$ cat config.mk
export PLATFORM = sky130hd
export DESIGN_NAME = usb_midi_sysex_reassembler
export DESIGN_NICKNAME = d
export VERILOG_FILES = /design/src/hdl/usbsx_pkg.sv /design/src/hdl/usbsx_front.sv /design/src/hdl/usbsx_queue.sv /design/src/hdl/usbsx_back.sv /design/src/hdl/usb_midi_sysex_reassembler.sv
export SDC_FILE = /design/constraint.sdc
export NUM_CORES = 1
export LEC_CHECK = 0
export BUFFER_PORTS_ARGS = -buffer_cell sky130_fd_sc_hd__buf_2
export CORE_MARGIN = 2
export CORE_UTILIZATION = 60
export CTS_CLUSTER_SIZE = 30
export DETAILED_ROUTE_END_ITERATION = 16
export GPL_ROUTABILITY_DRIVEN = 0
export PLACE_DENSITY = 0.77
export SETUP_SLACK_MARGIN = 0.3
export SYNTH_ARGS = -nofsm -noshare
export SYNTH_HDL_FRONTEND = slang
export SYNTH_SLANG_ARGS = --single-unit
$ cat constraint.sdc
create_clock -name clk -period 4.5 [get_ports clk]
set_input_delay 0.45 -clock clk [delete_from_list [all_inputs] [get_ports clk]]
set_output_delay 0.45 -clock clk [all_outputs]
set_load 0.02 [all_outputs]
$ cat src/hdl/usbsx_pkg.sv
// Shared types and constants for the USB-MIDI SysEx reassembler.
package usbsx_pkg;

  // USB-MIDI code index numbers
  localparam logic [3:0] CIN_SYSEX  = 4'h4;
  localparam logic [3:0] CIN_END1   = 4'h5;
  localparam logic [3:0] CIN_END2   = 4'h6;
  localparam logic [3:0] CIN_END3   = 4'h7;
  localparam logic [3:0] CIN_CC     = 4'hB;
  localparam logic [3:0] CIN_SINGLE = 4'hF;

  // MIDI byte values
  localparam logic [7:0] SYSEX_SOX   = 8'hF0;
  localparam logic [7:0] END_EXCL    = 8'hF7;
  localparam logic [3:0] CC_STATUS_HI = 4'hB;

  // Result kinds
  typedef enum logic [1:0] {
    KIND_BYTE     = 2'd0,
    KIND_CC       = 2'd1,
    KIND_INVALID  = 2'd2,
    KIND_OVERFLOW = 2'd3
  } kind_t;

  // Command classes handed from the front end to the back end
  typedef enum logic [1:0] {
    OP_SYSEX  = 2'd0,
    OP_END    = 2'd1,
    OP_SINGLE = 2'd2,
    OP_CC     = 2'd3
  } op_t;

  // One classified packet
  typedef struct packed {
    op_t             op;
    logic [1:0]      cnt;        // bytes carried: 1..3
    logic [2:0][7:0] data;       // packet bytes 1..3
    logic            end_ok;     // last carried byte is end of exclusive
    logic            b0_eox;     // first byte is end of exclusive
    logic            b0_status;  // first byte has the status bit set
    logic            cc_ok;      // first byte is a control change status
  } cmd_t;

  // Back end sequencer states
  typedef enum logic [2:0] {
    ST_IDLE,
    ST_EXEC,
    ST_APPEND,
    ST_EMIT_RD,
    ST_EMIT_OUT,
    ST_RESULT
  } state_t;

endpackage

$ cat src/hdl/usbsx_front.sv
// Front end: accepts packets and decodes them into back end commands.
module usbsx_front import usbsx_pkg::*; (
  input  logic        s_tvalid,
  output logic        s_tready,
  input  logic [31:0] s_tdata,   // header, first, second, third byte
  input  logic        q_full,
  output logic        push,
  output cmd_t        cmd
);

  logic [3:0] cin;
  logic       known;

  assign cin      = s_tdata[3:0];
  assign s_tready = !q_full;

  // Decode code index; unknown indices are taken and dropped
  always_comb begin
    cmd.data      = s_tdata[31:8];
    cmd.b0_eox    = (s_tdata[15:8] == END_EXCL);
    cmd.b0_status = s_tdata[15];
    cmd.cc_ok     = (s_tdata[15:12] == CC_STATUS_HI);
    cmd.op        = OP_SYSEX;
    cmd.cnt       = 2'd3;
    cmd.end_ok    = 1'b0;
    known         = 1'b1;
    unique case (cin)
      CIN_SYSEX: begin
        cmd.op = OP_SYSEX;
      end
      CIN_END1: begin
        cmd.op     = OP_END;
        cmd.cnt    = 2'd1;
        cmd.end_ok = (s_tdata[15:8] == END_EXCL);
      end
      CIN_END2: begin
        cmd.op     = OP_END;
        cmd.cnt    = 2'd2;
        cmd.end_ok = (s_tdata[23:16] == END_EXCL);
      end
      CIN_END3: begin
        cmd.op     = OP_END;
        cmd.cnt    = 2'd3;
        cmd.end_ok = (s_tdata[31:24] == END_EXCL);
      end
      CIN_CC: begin
        cmd.op = OP_CC;
      end
      CIN_SINGLE: begin
        cmd.op  = OP_SINGLE;
        cmd.cnt = 2'd1;
      end
      default: begin
        known = 1'b0;
      end
    endcase
  end

  assign push = s_tvalid && !q_full && known;

endmodule

$ cat src/hdl/usbsx_queue.sv
// Two-entry command queue between front end and back end.
module usbsx_queue import usbsx_pkg::*; (
  input  logic clk,
  input  logic rst,
  input  logic push,
  input  cmd_t push_cmd,
  output logic full,
  input  logic pop,
  output logic valid,
  output cmd_t pop_cmd
);

  cmd_t       entry [2];
  logic       wr_ptr;
  logic       rd_ptr;
  logic [1:0] count;

  assign full    = (count == 2'd2);
  assign valid   = (count != 2'd0);
  assign pop_cmd = entry[rd_ptr];

  // Entry storage
  always_ff @(posedge clk) begin
    if (push) begin
      entry[wr_ptr] <= push_cmd;
    end
  end

  // Pointers and occupancy
  always_ff @(posedge clk) begin
    if (rst) begin
      wr_ptr <= 1'b0;
      rd_ptr <= 1'b0;
      count  <= 2'd0;
    end else begin
      if (push) wr_ptr <= !wr_ptr;
      if (pop)  rd_ptr <= !rd_ptr;
      case ({push, pop})
        2'b10:   count <= count + 2'd1;
        2'b01:   count <= count - 2'd1;
        default: count <= count;
      endcase
    end
  end

endmodule

$ cat src/hdl/usbsx_back.sv
// Back end: message store, fill count, checks and result emission.
module usbsx_back import usbsx_pkg::*; #(
  parameter int STORE_BYTES = 64
) (
  input  logic        clk,
  input  logic        rst,
  input  logic        q_valid,
  input  cmd_t        q_cmd,
  output logic        q_pop,
  output logic        m_tvalid,
  input  logic        m_tready,
  output logic [39:0] m_tdata,
  output logic [1:0]  m_tuser,
  output logic        m_tlast
);

  localparam int AW = $clog2(STORE_BYTES);
  localparam int CW = $clog2(STORE_BYTES + 1);
  localparam logic [CW:0] STORE_EXT = (CW + 1)'(STORE_BYTES);

  logic [7:0]    mem [STORE_BYTES];
  logic [7:0]    rd_data;

  state_t        state, state_next;
  cmd_t          cmd;
  logic [CW-1:0] fill, fill_next;
  logic [AW-1:0] idx, idx_next;
  logic [1:0]    app_k, app_k_next;
  logic          emit_after, emit_after_next;
  kind_t         res_kind, res_kind_next;
  logic          sox_ok;

  logic          out_valid;
  kind_t         out_kind;
  logic [7:0]    out_byte;
  logic [AW-1:0] out_idx;
  logic          out_last;
  logic [7:0]    out_s, out_n, out_v;
  logic          out_free;
  logic          load_res, load_byte;

  logic          wr_en;
  logic [7:0]    wr_byte;
  logic [CW:0]   fill_plus;
  logic          is_last;

  assign out_free  = !out_valid || m_tready;
  assign wr_byte   = cmd.data[app_k];
  assign fill_plus = {1'b0, fill} + (CW + 1)'(cmd.cnt);
  assign is_last   = (CW'(idx) + CW'(1)) == fill;

  // Sequencer registers
  always_ff @(posedge clk) begin
    if (rst) begin
      state <= ST_IDLE;
      fill  <= '0;
    end else begin
      state <= state_next;
      fill  <= fill_next;
    end
  end

  always_ff @(posedge clk) begin
    if (q_pop) cmd <= q_cmd;
    idx        <= idx_next;
    app_k      <= app_k_next;
    emit_after <= emit_after_next;
    res_kind   <= res_kind_next;
  end

  // Next state and control
  always_comb begin
    state_next      = state;
    fill_next       = fill;
    idx_next        = idx;
    app_k_next      = app_k;
    emit_after_next = emit_after;
    res_kind_next   = res_kind;
    q_pop           = 1'b0;
    wr_en           = 1'b0;
    load_res        = 1'b0;
    load_byte       = 1'b0;
    unique case (state)
      ST_IDLE: begin
        if (q_valid) begin
          q_pop      = 1'b1;
          state_next = ST_EXEC;
        end
      end
      ST_EXEC: begin
        app_k_next = 2'd0;
        idx_next   = '0;
        state_next = ST_IDLE;
        unique case (cmd.op)
          OP_SYSEX: begin
            if (fill_plus > STORE_EXT) begin
              res_kind_next = KIND_OVERFLOW;
              state_next    = ST_RESULT;
            end else begin
              emit_after_next = 1'b0;
              state_next      = ST_APPEND;
            end
          end
          OP_END: begin
            if (fill < CW'(3) || !sox_ok || !cmd.end_ok) begin
              res_kind_next = KIND_INVALID;
              state_next    = ST_RESULT;
            end else if (fill_plus > STORE_EXT) begin
              res_kind_next = KIND_OVERFLOW;
              state_next    = ST_RESULT;
            end else begin
              emit_after_next = 1'b1;
              state_next      = ST_APPEND;
            end
          end
          OP_SINGLE: begin
            if (cmd.b0_status && !(cmd.b0_eox && fill > CW'(2))) begin
              // real-time or other status byte: ignored
              state_next = ST_IDLE;
            end else if (fill > CW'(2)) begin
              if ({1'b0, fill} >= STORE_EXT) begin
                res_kind_next = KIND_OVERFLOW;
                state_next    = ST_RESULT;
              end else begin
                emit_after_next = cmd.b0_eox;
                state_next      = ST_APPEND;
              end
            end else begin
              fill_next = '0;
            end
          end
          OP_CC: begin
            if (cmd.cc_ok) begin
              res_kind_next = KIND_CC;
              state_next    = ST_RESULT;
            end else begin
              fill_next = '0;
            end
          end
          default: begin
            state_next = ST_IDLE;
          end
        endcase
      end
      ST_APPEND: begin
        wr_en      = 1'b1;
        fill_next  = fill + CW'(1);
        app_k_next = app_k + 2'd1;
        if (app_k_next == cmd.cnt) begin
          state_next = emit_after ? ST_EMIT_RD : ST_IDLE;
        end
      end
      ST_EMIT_RD: begin
        state_next = ST_EMIT_OUT;
      end
      ST_EMIT_OUT: begin
        if (out_free) begin
          load_byte = 1'b1;
          if (is_last) begin
            fill_next  = '0;
            state_next = ST_IDLE;
          end else begin
            idx_next   = idx + AW'(1);
            state_next = ST_EMIT_RD;
          end
        end
      end
      ST_RESULT: begin
        if (out_free) begin
          load_res = 1'b1;
          if (res_kind != KIND_CC) fill_next = '0;
          state_next = ST_IDLE;
        end
      end
      default: begin
        state_next = ST_IDLE;
      end
    endcase
  end

  // Message store: one write and one registered read per cycle
  always_ff @(posedge clk) begin
    if (wr_en) mem[fill[AW-1:0]] <= wr_byte;
    rd_data <= mem[idx];
  end

  // Start-of-exclusive flag for entry zero
  always_ff @(posedge clk) begin
    if (wr_en && fill == '0) sox_ok <= (wr_byte == SYSEX_SOX);
  end

  // Output register
  always_ff @(posedge clk) begin
    if (rst) begin
      out_valid <= 1'b0;
    end else if (load_res || load_byte) begin
      out_valid <= 1'b1;
    end else if (m_tready) begin
      out_valid <= 1'b0;
    end
  end

  always_ff @(posedge clk) begin
    if (load_byte) begin
      out_kind <= KIND_BYTE;
      out_byte <= rd_data;
      out_idx  <= idx;
      out_last <= is_last;
      out_s    <= 8'd0;
      out_n    <= 8'd0;
      out_v    <= 8'd0;
    end else if (load_res) begin
      out_kind <= res_kind;
      out_byte <= 8'd0;
      out_idx  <= '0;
      out_last <= 1'b0;
      out_s    <= (res_kind == KIND_CC) ? cmd.data[0] : 8'd0;
      out_n    <= (res_kind == KIND_CC) ? cmd.data[1] : 8'd0;
      out_v    <= (res_kind == KIND_CC) ? cmd.data[2] : 8'd0;
    end
  end

  assign m_tvalid = out_valid;
  assign m_tuser  = out_kind;
  assign m_tlast  = out_last;
  assign m_tdata  = {2'b00, out_v, out_n, out_s, 6'(out_idx), out_byte};

  // Checks
  a_fill_bound: assert property (@(posedge clk) disable iff (rst)
    {1'b0, fill} <= STORE_EXT)
    else $error("fill count beyond store size");

  a_append_room: assert property (@(posedge clk) disable iff (rst)
    state == ST_APPEND |-> {1'b0, fill} < STORE_EXT)
    else $error("append into a full store");

  a_last_is_byte: assert property (@(posedge clk) disable iff (rst)
    out_valid && out_last |-> out_kind == KIND_BYTE)
    else $error("last flag on a non-message result");

  a_last_clears: assert property (@(posedge clk) disable iff (rst)
    load_byte && is_last |=> fill == '0)
    else $error("fill count not cleared after message");

endmodule

$ cat src/hdl/usb_midi_sysex_reassembler.sv
// Top level of the USB-MIDI SysEx reassembler.
//
//  channel  dir  beat                    fields (lowest bit up)
//  s_*      in   one USB-MIDI packet     tdata: header, first, second, third byte
//  m_*      out  one result              tdata: message_byte, byte_index, cc_status,
//                                               cc_number, cc_value; tuser: result_kind;
//                                               tlast: last_of_message
//
// A packet passes ST_IDLE and ST_EXEC when ignored or rejected, adds ST_RESULT for a single
// result and ST_APPEND for each byte carried on an append; a message then leaves through
// ST_EMIT_RD and ST_EMIT_OUT for each byte, set by the registered read of the message store.
// A two-entry command queue lets packets be taken while a message drains.
// rst is synchronous and clears the queue, the sequencer and the fill count.
// A stalled m_tready holds the result; the back end waits, the queue fills.
module usb_midi_sysex_reassembler import usbsx_pkg::*; #(
  parameter int STORE_BYTES = 64
) (
  input  logic        clk,
  input  logic        rst,
  input  logic        s_tvalid,
  output logic        s_tready,
  input  logic [31:0] s_tdata,   // header_byte, first_byte, second_byte, third_byte
  output logic        m_tvalid,
  input  logic        m_tready,
  output logic [39:0] m_tdata,   // message_byte, byte_index, cc_status, cc_number,
                                 // cc_value, zero pad
  output logic [1:0]  m_tuser,   // result_kind
  output logic        m_tlast
);

  logic q_full, q_push, q_pop, q_valid;
  cmd_t push_cmd, pop_cmd;

  usbsx_front u_front (
    .s_tvalid (s_tvalid),
    .s_tready (s_tready),
    .s_tdata  (s_tdata),
    .q_full   (q_full),
    .push     (q_push),
    .cmd      (push_cmd)
  );

  usbsx_queue u_queue (
    .clk      (clk),
    .rst      (rst),
    .push     (q_push),
    .push_cmd (push_cmd),
    .full     (q_full),
    .pop      (q_pop),
    .valid    (q_valid),
    .pop_cmd  (pop_cmd)
  );

  usbsx_back #(.STORE_BYTES(STORE_BYTES)) u_back (
    .clk      (clk),
    .rst      (rst),
    .q_valid  (q_valid),
    .q_cmd    (pop_cmd),
    .q_pop    (q_pop),
    .m_tvalid (m_tvalid),
    .m_tready (m_tready),
    .m_tdata  (m_tdata),
    .m_tuser  (m_tuser),
    .m_tlast  (m_tlast)
  );

endmodule

==> results of run 1 <==
[placed cells by master, fill, tap and decap left out, types with 10 or more instances in the layout]
master     instances
o21ai_0           10
nor2_1           100
mux4_2           161
nand2_1           38
a22o_1            23
mux2_2            32
a22oi_1           16
nor2b_1           11
a21oi_1           20
buf_2             74
nand3_1           16
buf_4             20
clkbuf_16         68
xnor2_1           14
clkbuf_1          18
dfxtp_1           49
inv_1             14
clkinv_1          13
ha_1              12
and3_1            22
edfxtp_1         632
[metal layers]
metal	vias up	wire length, microns	GRT usage	part of all wire
met2	663	29300	0.431	0.52
met1	6887	21200	0.325	0.37
li1	5674	-	-	-
met5	-	0	0	0
met3	128	4110	0.0463	0.072
met4	0	2220	0.114	0.039
[critical path, delay by kind of cell, from the launching register on]
kind | cells | cell delay, ns
flip-flops | 1 | 0.62
AND/OR/NAND/NOR | 4 | 2.25
[per-stage QoR]
stage               hold slack, ns  cell area (sq um)  total power [mW]   util
floorplan                    0.460              26700              11.5      -
global placement             0.429              27700              12.8  0.630
detailed placement           0.432              27700              12.9  0.630
CTS                         0.0235              29700              18.1  0.675
global route                0.0349              29700              18.6  0.675
finish                      0.0501              29700              18.0  0.675
[flip-flops by register name, indices dropped and copies added, names as in the netlist, 3 cells and up]
register and flops:
u_back.out_v 8, u_back.state 3, u_back.out_byte 8, u_back.out_n 8
u_queue.entry 62, u_back.out_idx 6, u_back.fill 7, u_back.out_s 8
u_back.mem 512, u_back.cmd 31, u_back.rd_data 8, u_back.idx 6
[area by class of cell]
class | instances | share of cell area
clock inverter | 30 | 0.00657
tap | 592 | 0.0249
multi-input combinational | 577 | 0.215
inverter | 14 | 0.00177
sequential | 681 | 0.672
antenna | 1 | 0.0000842
clock buffer | 88 | 0.0605
timing repair buffer | 97 | 0.0195
[power by group]
group / internal [mW] / switching [mW]
registers: 8.14 / 0.316
clock network: 2.88 / 2.29
logic: 1.72 / 2.66
[worst paths after layout]
kind / start / endpoint / slack, ns / cells after the start
hold reg to reg: u_back.m_tuser[1]$_SDFFE_PP0P_ / u_back.m_tuser[1]$_SDFFE_PP0P_ / 0.44 / 2
hold / removal: s_tdata[19] / u_queue.entry[1][15]$_DFFE_PP_ / 0.05 / 1
setup reg to reg: u_back.state[1]$_SDFFE_PP0P_ / u_back.mem[35][3]$_DFFE_PP_ / 1.25 / 4
setup / recovery: u_back.state[1]$_SDFFE_PP0P_ / u_back.mem[35][3]$_DFFE_PP_ / 1.25 / 4
[kinds of logic (layout without fill, tap and decap cells)]
| kind of cell | count (synthesis) | after routing |
|---|---|---|
| xor gates and xnor gates | 20 | 20 |
| buffers and inverters | 94 | 229 |
| other | 1 | 3 |
| AOI/OAI and AO/OA | 103 | 103 |
| muxes | 202 | 202 |
| DFF | 681 | 681 |
| and+or+nand+nor | 237 | 237 |
| adders and majority gates | 13 | 13 |
==> qor.txt, run 1 <==
Power Density: 606 nW/um^2
initial DRC count: 1491
Synth Area in Adders: 0.00639
worst slew pin tran: 1.06 ns
PortBufs: 74
fmax: 307 MHz
initial antenna violation count: 1
hold buffers post-CTS: 0
asr flop ratio synth: 0
detailed placement HPWL: 33700 microns
Initial Utilization: 0.605
Critical Path RT: 4.72 ns
CTS tree: built
layout cells sized above 1: 0.265
WL final: 56900 microns
post-placement cell count: 1961
most frequent cells after synthesis: edfxtp_1 (632), mux4_2 (161), nor2_1 (103)
synth top area cells: edfxtp_1 (71%), mux4_2 (14%), dfxtp_1 (3.7%)
setup repair bufs after CTS: 0
critical path's slowest cell: nor2_1
wire per inst: 27.4 microns
worst-path cell chain: nand2_1 > nor2_1 > nand3_1 > nor2_1
Synth area leader: edfxtp_1
post-synthesis compound-gate area fraction: 0.0270
Final Cycle Share: 0.723
post-synth top area share: 0.712
Hold Vio Cnt, Final: 0
path category of the worst min-delay check: primary input to register
Nets: 1487
Vias/cell: 6.42
Syn Area/Cell: 19.7 sq um
Num CTS Buffers: 67
non-filler cells, final: 2080
FILL cells: 2678
root buffer cell: clkbuf_16
number of remaining DRC errors: 0
largest net degree at the start of global routing: 82
Pleak: 9.62 nW
Post-DRT Antenna Nets: 0
sequential share of the synthesized area: 0.749
mux cell area share after synthesis: 0.153
Clk pin slew, worst setup/hold paths: 0.06 ns
CP peak stage delay: 0.86 ns
synth unique cells: 53
die height: 215 microns
I/O pins: 81
max cap viols: 0
drt pass-1 iters: 7
vias in the first global route: 14000
area growth from synthesis to final layout: 11.5%
min cycle time layout: 3.25 ns
synthesized instance count: 1351
gr usage total: 0.254
detailed-route via count: 13400
CTS Sinks: 681
Die Width: 215 microns
RSZ-0062 raised after global routing: no
CP Max Fanout: 14
Post-synth EDFFs: 632
Yosys reg bits: 681
Simple-Gate Fraction of Synth Area: 0.0420
final setup margin: 1.25 ns
Setup WS pre-CTS: 1.42 ns
warnings from Yosys: 0
Final Max Tran Viols: 0
H-tree depth: 3
Netlist Area Pre-Place: 26600 sq um
clk_lat worst skew: 0.61 ns
Synth Area in XOR/XNOR: 0.00709
Peak VDD IR: 511 uV
top_reg_cell synth: edfxtp_1
worst-case clock buffer depth: 3
Top cell by count, worst path: nor2_1
CP startpoint kind: register
status: complete, no violations
row cnt: 77
cts repair resizes: 0
largest family of logic cells by synthesized area: multiplexers
die area: 46100 sq um
first-pass GRT wire length: 86100 microns
Setup Skew: 0.0278 ns
CP Class: register to register
sequential cell area: 20000 sq um
Core Box Area: 44000 sq um
area occupied by multi-input gates: 6390 sq um
gr ovfl total: 0
setup_tns: 0 ns
headroom to the max-slew limit: 0.294
Final setup violation count: 0
most common cell in the netlist: edfxtp_1
Worst EP arrival: 3.47 ns
CP endpoint kind: register
Note: power is estimated with default switching activity, not from simulation.
==> run 2, diff against run 1 <==
clock period = 3.31 ns   (was 4.5 ns; I/O delays follow)
==> qor.txt, run 2 (synthesis gave the netlist of run 1 again) <==
WP buf/inv: 1
gr usage total: 0.263
Vias/cell: 6.38
Core Box Area: 44000 sq um
CTS Sinks: 681
CP startpoint kind: register
detailed placement HPWL: 35300 microns
Peak VDD IR: 609 uV
first-pass GRT wire length: 89400 microns
I/O pins: 81
CP peak stage delay: 0.55 ns
Initial Utilization: 0.605
largest net degree at the start of global routing: 79
Critical Path RT: 3.54 ns
number of remaining DRC errors: 0
wire per inst: 27.3 microns
max cap viols: 0
diode count: 0
most frequent cells in the layout: edfxtp_1 (632), mux4_2 (161), nor2_1 (100)
Top cell by count, worst path: a21oi_1
Num CTS Buffers: 67
Pleak: 10.3 nW
Clk pin slew, worst setup/hold paths: 0.06 ns
CTS tree: built
initial antenna violation count: 1
CP Max Fanout: 10
Final setup violation count: 0
Setup Skew: 0.0167 ns
die area: 46100 sq um
layout cells sized above 1: 0.303
Top Usage Layer GRT: met2
row cnt: 77
Power Density: 825 nW/um^2
area growth from synthesis to final layout: 15.9%
Nets: 1587
H-tree depth: 3
PortBufs: 74
status: complete, no violations
most common cell after layout, fill and taps aside: edfxtp_1
min cycle time layout: 2.90 ns
Final Max Tran Viols: 0
FILL cells: 2556
Die Width: 215 microns
root buffer cell: clkbuf_16
Fin Hold WS: 0.100 ns
clk_lat worst skew: 0.59 ns
Worst EP arrival: 3.13 ns
RSZ-0062 raised after global routing: no
family with the most delay on the worst path: compound AO/OA/AOI/OAI gates
CP endpoint kind: register
met3 GRT Util: 0.0396
worst slew pin tran: 1.25 ns
vias in the first global route: 14300
headroom to the max-slew limit: 0.161
fmax: 345 MHz
CP Class: register to register
critical path's slowest cell: fa_1
setup_tns: 0 ns
max reg flops: 512
WL final: 59500 microns
Post-DRT Antenna Nets: 0
met2 Track Usage GR: 0.449
met1 usage: 0.353
Hold Vio Cnt, Final: 0
worst-case clock buffer depth: 3
drt pass-1 iters: 5
path category of the worst min-delay check: primary input to register
Final Cycle Share: 0.877
worst-path cell chain: inv_1 > fa_1 > nand2b_1 > o311ai_1 > nand3_1 > a21oi_1 > a21oi_1 > a2111oi_0
initial DRC count: 1402
gr ovfl total: 0
die height: 215 microns
detailed-route via count: 13900
==> run 2: through the flow <==
step / cell area (sq um) / util / setup slack [ns] / std cells / power (mW)
6_report: 30900 / 0.701 / 0.408 / 2181 / 25.5
3_3_place_gp: 28300 / 0.644 / 0.464 / 2036 / 17.6
5_1_grt: 30900 / 0.701 / 0.321 / 2181 / 26.3
4_1_cts: 30900 / 0.701 / 0.312 / 2180 / 25.6
3_5_place_dp: 28300 / 0.644 / 0.322 / 2036 / 17.8
2_1_floorplan: 26700 / - / 0.369 / 1352 / 15.6
==> run 2: final timing paths <==
check	start	end	slack [ns]	cells after the start
max reg2reg	u_back.fill[1]$_SDFFE_PP0P_	u_back.emit_after$_DFFE_PP_	0.41	8
min	rst	u_queue.count[0]$_SDFFE_PP0P_	0.10	2
min reg2reg	u_back.m_tuser[1]$_SDFFE_PP0P_	u_back.m_tuser[1]$_SDFFE_PP0P_	0.45	2
max	u_back.fill[1]$_SDFFE_PP0P_	u_back.emit_after$_DFFE_PP_	0.41	8
==> run 2: layer usage <==
layer  wire length, microns  vias up  share of wire
met1                  22400     7212           0.38
met5                      0        -              0
met2                  31200      727           0.52
li1                       -     5861              -
met4                   1710        0          0.029
met3                   4190      115          0.070
==> run 2: worst reg2reg max path: cells and delay by family (launching register included) <==
family                     cells  cell delay [ns]
AOI/OAI and AO/OA              4             1.07
adders and majority gates      1             0.55
DFF                            1             0.44
and+or+nand+nor                2             0.32
buffers and inverters          1             0.16
==> run 2: layout make-up <==
class	instances	area [sq um]	share of cell area
flip-flops and latches	681	20000	0.646
inverters	14	52.6	0.00170
repair buffers	197	1470	0.0475
clock buffers	89	1920	0.0623
well taps	592	741	0.0240
clock inverters	31	350	0.0113
multi-input cells	577	6390	0.207
==> run 2: timing repair <==
action | 4_1_cts | 5_1_grt
hold endpoints to repair | 48 | 0
hold buffers | 24 | 0
buffers inserted | 0 | 0
gates resized for setup | 0 | 1
endpoints found under the setup margin | 0 | 1
==> run 2: report_power, final <==
group / switching, mW / internal [mW]
Combinational: 3.79 / 2.52
Sequential: 0.367 / 11.1
Clock: 3.12 / 4.65
Total: 7.27 / 18.2
